<file path="src/rtl/pmsa_pkg.sv">
package pmsa_pkg;

   localparam int unsigned QTY_COUNT     = 5;
   localparam int unsigned QTY_IDX_W     = 3;
   localparam int unsigned SUM_W         = 32;
   localparam int unsigned SQ_W          = 48;
   localparam int unsigned HOMO_SUM_W    = 26;
   localparam int unsigned HOMO_SQ_W     = 36;
   localparam int unsigned DIV_W         = 64;
   localparam int unsigned DEN_W         = 26;
   localparam int unsigned ROOT_W        = 32;
   localparam int unsigned RES_W         = 24;
   localparam int unsigned REQ_DATA_W    = 96;
   localparam int unsigned RSP_DATA_W    = 176;
   localparam int unsigned CSR_INDEX_W   = 2;
   localparam int unsigned CSR_DATA_W    = 10;
   localparam int unsigned DEFAULT_MAX_POPULATION = 65535;

   typedef enum logic [1:0] {
      OP_ACCUMULATE = 2'd0,
      OP_FINALIZE   = 2'd1,
      OP_CLEAR      = 2'd2,
      OP_UNUSED     = 2'd3
   } opcode_type;

   localparam logic [CSR_INDEX_W-1:0] CSR_TRAIT_MODE  = 2'd0;
   localparam logic [CSR_INDEX_W-1:0] CSR_LOCUS_COUNT = 2'd1;

   localparam logic [QTY_IDX_W-1:0] Q_MUTATION   = 3'd0;
   localparam logic [QTY_IDX_W-1:0] Q_FITNESS    = 3'd1;
   localparam logic [QTY_IDX_W-1:0] Q_HOMOZYGOUS = 3'd2;
   localparam logic [QTY_IDX_W-1:0] Q_EMIGRATION = 3'd3;
   localparam logic [QTY_IDX_W-1:0] Q_DISTANCE   = 3'd4;

endpackage

</file>
<file path="src/rtl/population_mean_sd_accumulator.sv">
// Accumulate beat: accepted, then the five quantities pass in turn through the single
// 32x32 multiplier. Clear beat: sums cleared on acceptance. Unused opcode: no result.
// Finalize beat: each selected quantity goes through the 64-step restoring divider
// (three or four passes per quantity, four for homozygosity) and the 32-step square
// root. One item at a time; a finished result waits in the output register. Reset
// (synchronous) clears all sums, sets trait_mode to 0 and locus_count to 1.
module population_mean_sd_accumulator
   import pmsa_pkg::*;
#(
   parameter int unsigned MAX_POPULATION = DEFAULT_MAX_POPULATION
) (
   input  logic                   clock,
   input  logic                   reset,
   input  logic                   req_tvalid,
   output logic                   req_tready,
   // mutation_count[15:0], fitness[31:16], homozygous_loci[41:32],
   // emigration_prob[57:42], dispersal_distance[73:58], population_size[89:74]
   input  logic [REQ_DATA_W-1:0]  req_tdata,
   // opcode[1:0]
   input  logic [1:0]             req_tuser,
   output logic                   rsp_tvalid,
   input  logic                   rsp_tready,
   // mean_mutations[23:0], sd_mutations[47:24], mean_fitness[63:48],
   // sd_fitness[79:64], mean_homozygosity[95:80], sd_homozygosity[111:96],
   // mean_emigration[127:112], sd_emigration[143:128], mean_distance[159:144],
   // sd_distance[175:160]
   output logic [RSP_DATA_W-1:0]  rsp_tdata,
   // empty_error[0]
   output logic                   rsp_tuser,
   input  logic                   csr_valid,
   output logic                   csr_ready,
   input  logic [CSR_INDEX_W-1:0] csr_index,
   input  logic [CSR_DATA_W-1:0]  csr_data
);

   typedef enum logic [3:0] {
      ST_IDLE, ST_ACC, ST_NL, ST_LL, ST_SQ, ST_TDIV, ST_MDIV, ST_VDIV, ST_ADIV,
      ST_ROOT, ST_EMIT
   } state_type;

   localparam logic [6:0]  DIV_STEPS  = 7'(DIV_W);
   localparam logic [5:0]  ROOT_STEPS = 6'(ROOT_W);
   localparam logic [15:0] N_MAX      = 16'(MAX_POPULATION);
   localparam logic [DIV_W-1:0] A_MAX = {9'd0, {55{1'b1}}};

   state_type state_ff, state_in;

   logic [1:0]  trait_mode_ff;
   logic [9:0]  locus_count_ff;

   logic [15:0] m_ff, f_ff, e_ff, dd_ff;
   logic [9:0]  h_ff;
   logic [15:0] n_ff;
   logic [DEN_W-1:0] nl_ff;
   logic [19:0] ll_ff;
   logic [QTY_IDX_W-1:0] qsel_ff;
   logic [SQ_W-1:0] d_ff;

   logic [SUM_W-1:0] sum_ff [QTY_COUNT];
   logic [SQ_W-1:0]  sq_ff  [QTY_COUNT];
   logic [RES_W-1:0] mean_ff [QTY_COUNT];
   logic [RES_W-1:0] sd_ff   [QTY_COUNT];
   logic             err_ff;

   logic                  rsp_valid_ff;
   logic [RSP_DATA_W-1:0] rsp_data_ff;
   logic                  rsp_user_ff;

   // Divider and square-root unit.
   logic             div_start;
   logic [DIV_W-1:0] div_num_in;
   logic [DEN_W-1:0] div_den_in;
   logic [DIV_W-1:0] div_num_ff;
   logic [DEN_W-1:0] div_den_ff;
   logic [DEN_W-1:0] div_rem_ff;
   logic [6:0]       div_cnt_ff;
   logic             div_busy;
   logic [DEN_W:0]   div_shift;
   logic             div_ge;
   logic [DEN_W:0]   div_diff;

   logic              root_start;
   logic [DIV_W-1:0]  root_x_ff;
   logic [ROOT_W+1:0] root_r_ff;
   logic [ROOT_W-1:0] root_q_ff;
   logic [5:0]        root_cnt_ff;
   logic              root_busy;
   logic [ROOT_W+1:0] root_shift, root_trial;

   // Shared multiplier.
   logic [31:0] mul_a, mul_b;
   logic [63:0] mul_p;

   logic [15:0]      sel_x;
   logic             sel_en;
   logic             sel_last;
   logic [SUM_W-1:0] acc_sum;
   logic [SQ_W-1:0]  acc_sq;
   logic [15:0]      req_n;
   logic [15:0]      req_n_clamped;
   logic [9:0]       locus_eff;
   logic [SQ_W-1:0]  cur_sq;
   logic [SUM_W-1:0] cur_sum;
   logic [DIV_W-1:0] mean_num;
   logic [DEN_W-1:0] mean_den;
   logic [DIV_W-1:0] var_num;
   logic [DIV_W-1:0] a_val;
   logic [RES_W-1:0] quot_sat;
   logic [RES_W-1:0] root_sat;
   logic             is_mut;

   assign req_tready = (state_ff == ST_IDLE);
   assign csr_ready  = 1'b1;
   assign rsp_tvalid = rsp_valid_ff;
   assign rsp_tdata  = rsp_data_ff;
   assign rsp_tuser  = rsp_user_ff;

   assign req_n         = req_tdata[89:74];
   assign req_n_clamped = (req_n > N_MAX) ? N_MAX : req_n;
   assign locus_eff     = (locus_count_ff == 10'd0) ? 10'd1 : locus_count_ff;

   assign cur_sum = sum_ff[qsel_ff];
   assign cur_sq  = sq_ff[qsel_ff];
   assign is_mut  = (qsel_ff == Q_MUTATION);

   always_comb begin
      case (qsel_ff)
         Q_MUTATION:   begin sel_x = m_ff;          sel_en = 1'b1; end
         Q_FITNESS:    begin sel_x = f_ff;          sel_en = 1'b1; end
         Q_HOMOZYGOUS: begin sel_x = {6'd0, h_ff};  sel_en = 1'b1; end
         Q_EMIGRATION: begin sel_x = e_ff;          sel_en = trait_mode_ff[0]; end
         Q_DISTANCE:   begin sel_x = dd_ff;         sel_en = trait_mode_ff[1]; end
         default:      begin sel_x = 16'd0;         sel_en = 1'b0; end
      endcase
   end
   assign sel_last = (qsel_ff == Q_DISTANCE);

   always_comb begin
      case (state_ff)
         ST_ACC:  begin mul_a = {16'd0, sel_x};    mul_b = {16'd0, sel_x}; end
         ST_NL:   begin mul_a = {16'd0, n_ff};     mul_b = {22'd0, locus_eff}; end
         ST_LL:   begin mul_a = {22'd0, locus_eff}; mul_b = {22'd0, locus_eff}; end
         ST_SQ:   begin mul_a = cur_sum;           mul_b = cur_sum; end
         default: begin mul_a = 32'd0;             mul_b = 32'd0; end
      endcase
   end
   assign mul_p = mul_a * mul_b;

   // Sums wrap at their own widths; the homozygous pair is narrower.
   always_comb begin
      acc_sum = cur_sum + {16'd0, sel_x};
      acc_sq  = cur_sq + mul_p[SQ_W-1:0];
      if (qsel_ff == Q_HOMOZYGOUS) begin
         acc_sum[SUM_W-1:HOMO_SUM_W] = '0;
         acc_sq[SQ_W-1:HOMO_SQ_W]    = '0;
      end
   end

   always_comb begin
      case (qsel_ff)
         Q_MUTATION: begin
            mean_num = {24'd0, cur_sum, 8'd0};
            mean_den = {10'd0, n_ff};
            var_num  = {d_ff, 16'd0};
         end
         Q_HOMOZYGOUS: begin
            mean_num = {16'd0, cur_sum, 16'd0};
            mean_den = nl_ff;
            var_num  = {d_ff[39:0], 24'd0};
         end
         default: begin
            mean_num = {32'd0, cur_sum};
            mean_den = {10'd0, n_ff};
            var_num  = {16'd0, d_ff};
         end
      endcase
   end

   assign a_val = (div_num_ff > A_MAX) ? A_MAX : div_num_ff;

   always_comb begin
      if (is_mut) begin
         quot_sat = (div_num_ff > {40'd0, {RES_W{1'b1}}}) ? {RES_W{1'b1}}
                                                           : div_num_ff[RES_W-1:0];
         root_sat = (root_q_ff > {8'd0, {RES_W{1'b1}}}) ? {RES_W{1'b1}}
                                                         : root_q_ff[RES_W-1:0];
      end else begin
         quot_sat = (div_num_ff > 64'h0000_0000_0000_FFFF) ? 24'h00FFFF
                                                            : {8'd0, div_num_ff[15:0]};
         root_sat = (root_q_ff > 32'h0000_FFFF) ? 24'h00FFFF : {8'd0, root_q_ff[15:0]};
      end
   end

   always_comb begin
      state_in   = state_ff;
      div_start  = 1'b0;
      div_num_in = mul_p;
      div_den_in = {10'd0, n_ff};
      root_start = 1'b0;
      case (state_ff)
         ST_IDLE: begin
            if (req_tvalid) begin
               case (opcode_type'(req_tuser))
                  OP_ACCUMULATE: state_in = ST_ACC;
                  OP_FINALIZE:   state_in = (req_n == 16'd0) ? ST_EMIT : ST_NL;
                  default:       state_in = ST_IDLE;
               endcase
            end
         end
         ST_ACC:  if (sel_last) state_in = ST_IDLE;
         ST_NL:   state_in = ST_LL;
         ST_LL:   state_in = ST_SQ;
         ST_SQ: begin
            if (sel_en) begin
               div_start = 1'b1;
               state_in  = ST_TDIV;
            end else if (sel_last) begin
               state_in = ST_EMIT;
            end
         end
         ST_TDIV: begin
            if (!div_busy) begin
               div_start  = 1'b1;
               div_num_in = mean_num;
               div_den_in = mean_den;
               state_in   = ST_MDIV;
            end
         end
         ST_MDIV: begin
            if (!div_busy) begin
               div_start  = 1'b1;
               div_num_in = var_num;
               state_in   = ST_VDIV;
            end
         end
         ST_VDIV: begin
            if (!div_busy) begin
               if (qsel_ff == Q_HOMOZYGOUS) begin
                  div_start  = 1'b1;
                  div_num_in = {a_val[DIV_W-9:0], 8'd0};
                  div_den_in = {6'd0, ll_ff};
                  state_in   = ST_ADIV;
               end else begin
                  root_start = 1'b1;
                  state_in   = ST_ROOT;
               end
            end
         end
         ST_ADIV: begin
            if (!div_busy) begin
               root_start = 1'b1;
               state_in   = ST_ROOT;
            end
         end
         ST_ROOT: begin
            if (!root_busy && !root_start) state_in = sel_last ? ST_EMIT : ST_SQ;
         end
         ST_EMIT: if (!rsp_valid_ff || rsp_tready) state_in = ST_IDLE;
         default: state_in = ST_IDLE;
      endcase
   end

   // Root started on entry; a one-cycle guard keeps the done test honest.
   logic root_wait_ff;

   always_ff @(posedge clock) begin
      if (reset) begin
         state_ff       <= ST_IDLE;
         trait_mode_ff  <= 2'd0;
         locus_count_ff <= 10'd1;
         qsel_ff        <= Q_MUTATION;
         rsp_valid_ff   <= 1'b0;
         err_ff         <= 1'b0;
         root_wait_ff   <= 1'b0;
         for (int i = 0; i < QTY_COUNT; i++) begin
            sum_ff[i] <= '0;
            sq_ff[i]  <= '0;
         end
      end else begin
         state_ff     <= state_in;
         root_wait_ff <= root_start;
         if (rsp_valid_ff && rsp_tready && state_ff != ST_EMIT) rsp_valid_ff <= 1'b0;
         if (csr_valid) begin
            if (csr_index == CSR_TRAIT_MODE)  trait_mode_ff  <= csr_data[1:0];
            if (csr_index == CSR_LOCUS_COUNT) locus_count_ff <= csr_data;
         end
         case (state_ff)
            ST_IDLE: begin
               qsel_ff <= Q_MUTATION;
               if (req_tvalid) begin
                  m_ff  <= req_tdata[15:0];
                  f_ff  <= req_tdata[31:16];
                  h_ff  <= req_tdata[41:32];
                  e_ff  <= req_tdata[57:42];
                  dd_ff <= req_tdata[73:58];
                  n_ff  <= req_n_clamped;
                  if (opcode_type'(req_tuser) == OP_CLEAR) begin
                     for (int i = 0; i < QTY_COUNT; i++) begin
                        sum_ff[i] <= '0;
                        sq_ff[i]  <= '0;
                     end
                  end
                  if (opcode_type'(req_tuser) == OP_FINALIZE) begin
                     err_ff <= (req_n == 16'd0);
                     for (int i = 0; i < QTY_COUNT; i++) begin
                        mean_ff[i] <= '0;
                        sd_ff[i]   <= '0;
                     end
                  end
               end
            end
            ST_ACC: begin
               if (sel_en) begin
                  sum_ff[qsel_ff] <= acc_sum;
                  sq_ff[qsel_ff]  <= acc_sq;
               end
               if (!sel_last) qsel_ff <= qsel_ff + 3'd1;
            end
            ST_NL: nl_ff <= mul_p[DEN_W-1:0];
            ST_LL: ll_ff <= mul_p[19:0];
            ST_SQ: if (!sel_en && !sel_last) qsel_ff <= qsel_ff + 3'd1;
            ST_TDIV: begin
               if (!div_busy) begin
                  d_ff <= ({16'd0, cur_sq} > div_num_ff)
                          ? cur_sq - div_num_ff[SQ_W-1:0] : '0;
               end
            end
            ST_MDIV: if (!div_busy) mean_ff[qsel_ff] <= quot_sat;
            ST_ROOT: begin
               if (!root_busy && !root_wait_ff) begin
                  sd_ff[qsel_ff] <= root_sat;
                  if (!sel_last) qsel_ff <= qsel_ff + 3'd1;
               end
            end
            ST_EMIT: begin
               if (!rsp_valid_ff || rsp_tready) begin
                  rsp_valid_ff <= 1'b1;
                  rsp_user_ff  <= err_ff;
                  rsp_data_ff  <= {sd_ff[4][15:0], mean_ff[4][15:0],
                                   sd_ff[3][15:0], mean_ff[3][15:0],
                                   sd_ff[2][15:0], mean_ff[2][15:0],
                                   sd_ff[1][15:0], mean_ff[1][15:0],
                                   sd_ff[0], mean_ff[0]};
               end
            end
            default: ;
         endcase
      end
   end

   // Restoring divider, one quotient bit a cycle; quotient ends in div_num_ff.
   assign div_busy  = (div_cnt_ff != 7'd0);
   assign div_shift = {div_rem_ff, div_num_ff[DIV_W-1]};
   assign div_ge    = (div_shift >= {1'b0, div_den_ff});
   assign div_diff  = div_shift - {1'b0, div_den_ff};

   always_ff @(posedge clock) begin
      if (reset) begin
         div_cnt_ff <= 7'd0;
      end else if (div_start) begin
         div_num_ff <= div_num_in;
         div_den_ff <= div_den_in;
         div_rem_ff <= '0;
         div_cnt_ff <= DIV_STEPS;
      end else if (div_busy) begin
         div_rem_ff <= div_ge ? div_diff[DEN_W-1:0] : div_shift[DEN_W-1:0];
         div_num_ff <= {div_num_ff[DIV_W-2:0], div_ge};
         div_cnt_ff <= div_cnt_ff - 7'd1;
      end
   end

   // Digit-by-digit square root, two radicand bits a cycle.
   assign root_busy  = (root_cnt_ff != 6'd0) || root_wait_ff;
   assign root_shift = {root_r_ff[ROOT_W-1:0], root_x_ff[DIV_W-1:DIV_W-2]};
   assign root_trial = {root_q_ff, 2'b01};

   always_ff @(posedge clock) begin
      if (reset) begin
         root_cnt_ff <= 6'd0;
      end else if (root_start) begin
         root_x_ff   <= div_num_ff;
         root_r_ff   <= '0;
         root_q_ff   <= '0;
         root_cnt_ff <= ROOT_STEPS;
      end else if (root_cnt_ff != 6'd0) begin
         root_x_ff <= {root_x_ff[DIV_W-3:0], 2'b00};
         if (root_shift >= root_trial) begin
            root_r_ff <= root_shift - root_trial;
            root_q_ff <= {root_q_ff[ROOT_W-2:0], 1'b1};
         end else begin
            root_r_ff <= root_shift;
            root_q_ff <= {root_q_ff[ROOT_W-2:0], 1'b0};
         end
         root_cnt_ff <= root_cnt_ff - 6'd1;
      end
   end

endmodule
</file>
<file path="config.mk">
export PLATFORM = sky130hd
export DESIGN_NAME = population_mean_sd_accumulator
export DESIGN_NICKNAME = d
export VERILOG_FILES = /design/src/rtl/pmsa_pkg.sv /design/src/rtl/population_mean_sd_accumulator.sv
export SDC_FILE = /design/constraint.sdc
export NUM_CORES = 2
export LEC_CHECK = 0
export ABC_CLOCK_PERIOD_IN_PS = 32700
export BUFFER_PORTS_ARGS = -buffer_cell sky130_fd_sc_hd__buf_2
export CELL_PAD_IN_SITES_DETAIL_PLACEMENT = 2
export CELL_PAD_IN_SITES_GLOBAL_PLACEMENT = 2
export CORE_MARGIN = 1.5
export CORE_UTILIZATION = 40
export DETAILED_ROUTE_END_ITERATION = 10
export GPL_TIMING_DRIVEN = 0
export PLACE_DENSITY = 0.83
export RECOVER_POWER = 50
export SETUP_SLACK_MARGIN = 0.15
export SYNTH_ARGS = -nofsm -noshare
export SYNTH_HDL_FRONTEND = slang
export SYNTH_SLANG_ARGS = --single-unit
</file>
<file path="constraint.sdc">
create_clock -name clock -period 32.7 [get_ports clock]
set_input_delay 3.27 -clock clock [delete_from_list [all_inputs] [get_ports clock]]
set_output_delay 3.27 -clock clock [all_outputs]
set_load 0.03 [all_outputs]
</file>
# Word level (Yosys, flattened, before mapping)
# Memory sizes are Yosys's and may differ from the RTL's. A register that Yosys moved wholly into a read port is not among the register bits.
# Index checks and enable logic that the tools add are counted.
# Widths: inputs -> output; s select.
# totals
register_bits	464
ramBits	640
input_bits	115
output_inout_bits	180
elab_cells	252
memories	4
# op_classes
addsub	8
multipliers	1
magnitude_cmp	9
n_eq_ne	29
mux	118
bitwise	12
n_reduce_logical	44
# mem_list
name	words	width	read_ports	rd_ports_with_merged_regs	wr	line_no	rtl
sq_ff	5	48	1	1	5	population_mean_sd_accumulator.sv:60	logic [SQ_W-1:0] sq_ff [QTY_COUNT];
sum_ff	5	32	1	1	5	population_mean_sd_accumulator.sv:59	logic [SUM_W-1:0] sum_ff [QTY_COUNT];
mean_ff	5	24	5	5	5	population_mean_sd_accumulator.sv:61	logic [RES_W-1:0] mean_ff [QTY_COUNT];
sd_ff	5	24	5	5	5	population_mean_sd_accumulator.sv:62	logic [RES_W-1:0] sd_ff [QTY_COUNT];
# op_table
op	count
$mux 64	8
$mux 32	9
$mux 48	6
$pmux 64 s3	1
$mux 24	6
$pmux 32 s4	1
$pmux 64 s2	1
$mux 26	4
$pmux 32 s3	1
$pmux 48 s2	1
$pmux 16 s5	1
$gt 48x64->1	1
$gt 64x16->1 const B	1
$gt 64x24->1 const B	1
$gt 64x55->1 const B	1
$mul 32x32->64	1
$mux 56	1
$pmux 26 s2	1
$add 48x48->48	1
$mux 4	12
$reduce_or 24->1	2
$reduce_or 48->1	1
$sub 48x48->48	1
$pmux 4 s11	1
55 further kinds	157

# Logic depth before layout (Yosys ltp)
# logic_depth
ltp_word	10
ltp_mapped	52

# Worst setup path after synthesis
# No wires, ideal clock.
# synth_path
path_type	in2reg
from	input port reset
to	register rsp_data_ff[0], in the netlist rsp_tdata[0] (read register of mean_ff) (enable)
arrival_ns	16.498
t_required_ns	31.733
path_slack_ns	15.235
cell_stages	3
path_cell_list	clkbuf_1 > clkbuf_1 > nor3b_1
# synth_via
elab_chain_cells	2
# synth_lines
item	line_no	rtl
start, declared	population_mean_sd_accumulator.sv:13	input logic reset,
$not 1->1 (no line)	n/a	
$reduce_and 3->1 (no line)	n/a	
end, declared	population_mean_sd_accumulator.sv:66	logic [RSP_DATA_W-1:0] rsp_data_ff;
# Every way passes these cells.
# A chain may end at the register's enable or synchronous reset.

==> out/results.tsv <==
metric	value	unit
CP Capture Type	flip-flop	
xor/xnor cell area share of the yosys netlist	2.113	%
data required time of the critical path	33.25	ns
Post-DRT Antenna Nets	0	
TNS Setup	0	ns
worst setup margin	14.64	ns
ys async rst share	0	%
post-DP HPWL	358900	um
clk_lat worst skew	0.90	ns
Setup Fix Bufs, Post-CTS	0	
critical path's slowest cell	clkbuf_1	
crit path DAT	18.61	ns
placed cells	12660	
Vias/cell	6.020	
maximum vdd drop	0.04651	mV
Max stage delay on crit path	1.46	ns
# setup viols final	0	
site row count	183	
Post-Route WL	462600	um
commonest non-fill, non-tap cell in the layout	edfxtp_1	
DRC Markers	0	
Root Buffer	clkbuf_16	
GRT Total Usage	36.00	%
Tmin final	18.06	ns
# H-tree levels	4	
hold_sp	mean_ff[0][20]$_SDFFCE_PN0P_	
Gate Count Post-Synth	8971	
Avg WL per Cell	35.64	um
Synth warnings	0	
leakage power	47.33	nW
violated checks	capacitance limit, slew limit	
first-pass GRT wire length	654100	um
fillcell total	25660	
Cell variety after synth	112	
most frequent cells in the layout	edfxtp_1, inv_1, nor2_1	
critical path type	reg2reg	
RSZ-0062 raised after global routing	false	
register area share after synthesis	43.25	%
crit path launch	qsel_ff[1]$_SDFFE_PP0P_	
vias in the first global route	87430	
Compound-Gate Fraction of Synth Area	8.477	%
Tightest Pin Transition	4.171	ns
Vias	78150	
Placeable Area	249100	sq um
Worst setup SP type	flip-flop	
number of synthesized flops with an enable pin	1421	
reg2reg start	qsel_ff[1]$_SDFFE_PP0P_	
CTS tree	done	
CTS Buf Count	172	
Non-Filler Instances	12980	
GP Congestion	1.032	
syn avg cell area	11.19	sq um
io pins	295	
die width	504.1	um
maximum fanout along the worst path	10	
grt ovf	0	
classification of the worst-slack hold path	reg2reg	
CP delay by family, top	compound AO/OA/AOI/OAI gates	
Clock power frac	20.9	%
synthesized area	100400	sq um
Pwr per Cell Area	80.30	nW/um^2
Worst Path Buf+Inv	8	
#FFs+latches synth	1459	
R2R setup slack	14.64	ns
Synth Area in Adders	23.47	%
share of cells above drive strength 1	7.967	%
post-cts resize count	0	
Die Area	254100	sq um
main combinational cell family by area after synthesis	adder cells	
Setup Skew	0.1147	ns
mux cell area share after synthesis	5.342	%
Psw	4.168	mW
Internal Power	4.829	mW
clock transition at the registers of the reported paths	0.06	ns
# hold bufs at CTS	0	
syn_nets	10430	
Comb pwr share	49.2	%
final hold slack	0.4091	ns
fin crit share	55.23	%
Nets	10960	
Post-synth top flop	edfxtp_1	
Power Total	8.998	mW
initial antenna violation count	45	
Flop pwr share	29.8	%
fmax	55.37	MHz
Initial Util	40.31	%
largest net degree at the start of global routing	50	
Slew HR	-178.0	%
status	finished, violations left	
Max Transition Viols Final	368	
total of max-cap violations	21	
switching share of power	46.33	%
sink count of the clock tree	1459	
die height	504.1	um
CTS max path bufs	4	
worst slack at placement	15.88	ns
number of buffers added on ports	286	
Post-Synth Simple-Gate Area	10.33	%
detailed-router iteration count before antenna repair	6	
area grow syn2layout	11.58	%
final hold violations	0	
DR iter-0 viols	8608	
Worst path most repeated cell	fa_1	
==> cells in the mapped netlist (all sizes together), types with 140 or more instances <==
cell	number	area share [%]
a21o	146	1.1
o21ai	306	1.5
mux4	160	3.6
clkbuf	307	1.1
edfxtp	1421	42
a21oi	320	1.7
fa	900	18
nand2	903	3.4
ha	444	5.5
inv	1372	5.1
nor2	1268	4.7
xnor2	140	1.3
==> metal layers <==
metal  wire length, um  global-route usage [%]
met2            217600                   58.60
met5               178                       0
met3             37860                   7.623
met1            168300                   42.70
met4             38750                   24.85
==> cells by family after synthesis <==
group,count (synthesis)
DFF,1459
xor gates and xnor gates,238
buffers and inverters,1796
other,1
muxes,317
and+or+nand+nor,2531
adders and majority gates,1344
AOI/OAI and AO/OA,1285
==> layout make-up <==
class                   count  area [sq um]  area share (%)
diodes                     24         60.06         0.05360
plain buffers             420          1867           1.666
clock buffers             214          4524           4.038
clock inverters            85         718.2          0.6409
inverters                1376          5165           4.609
multi-input cells        5716         50150           44.75
flip-flops and latches   1459         43430           38.76
well taps                3330          4167           3.718
repair buffers            357          1973           1.761
==> final timing paths <==
| path | to | depth (start not counted) |
|---|---|---|
| worst max-delay path | sq_ff[7][45]$_DFFE_PP_ | 42 |
| worst min-delay path | rsp_tdata[20]$_DFFE_PP_ | 0 |
| worst max register to register | sq_ff[7][45]$_DFFE_PP_ | 42 |
| worst min register to register | rsp_tdata[20]$_DFFE_PP_ | 0 |
==> registers in the layout, summed over array words and instances, names as in the netlist, 48 cells and up, named ones only <==
| name | count |
|---|---|
| div_num_ff | 64 |
| rsp_tdata | 176 |
| sd_ff | 88 |
| mean_ff | 88 |
| root_x_ff | 64 |
| sum_ff | 256 |
| d_ff | 48 |
| sq_ff | 384 |
==> power groups by stage <==
| stage | Combinational [mW] | Clock, mW | Sequential [mW] |
|---|---|---|---|
| floorplan | 2.47 | 0 | 2.63 |
| CTS | 4.31 | 1.90 | 2.67 |
| global placement | 3.85 | 0 | 2.73 |
| detailed placement | 4.21 | 0 | 2.70 |
| finish | 4.43 | 1.88 | 2.68 |
| global route | 4.61 | 1.96 | 2.69 |
==> per-stage QoR <==
| step | utilization (%) | area [sq um] |
|---|---|---|
| 6_report | 44.98 | 112100 |
| 5_1_grt | 44.96 | 112000 |
| 4_1_cts | 45.22 | 112700 |
| 3_5_place_dp | 43.12 | 107400 |
| 3_3_place_gp | 42.56 | 106000 |
| 2_1_floorplan | - | 100400 |
(Power assumes the default switching activity.)
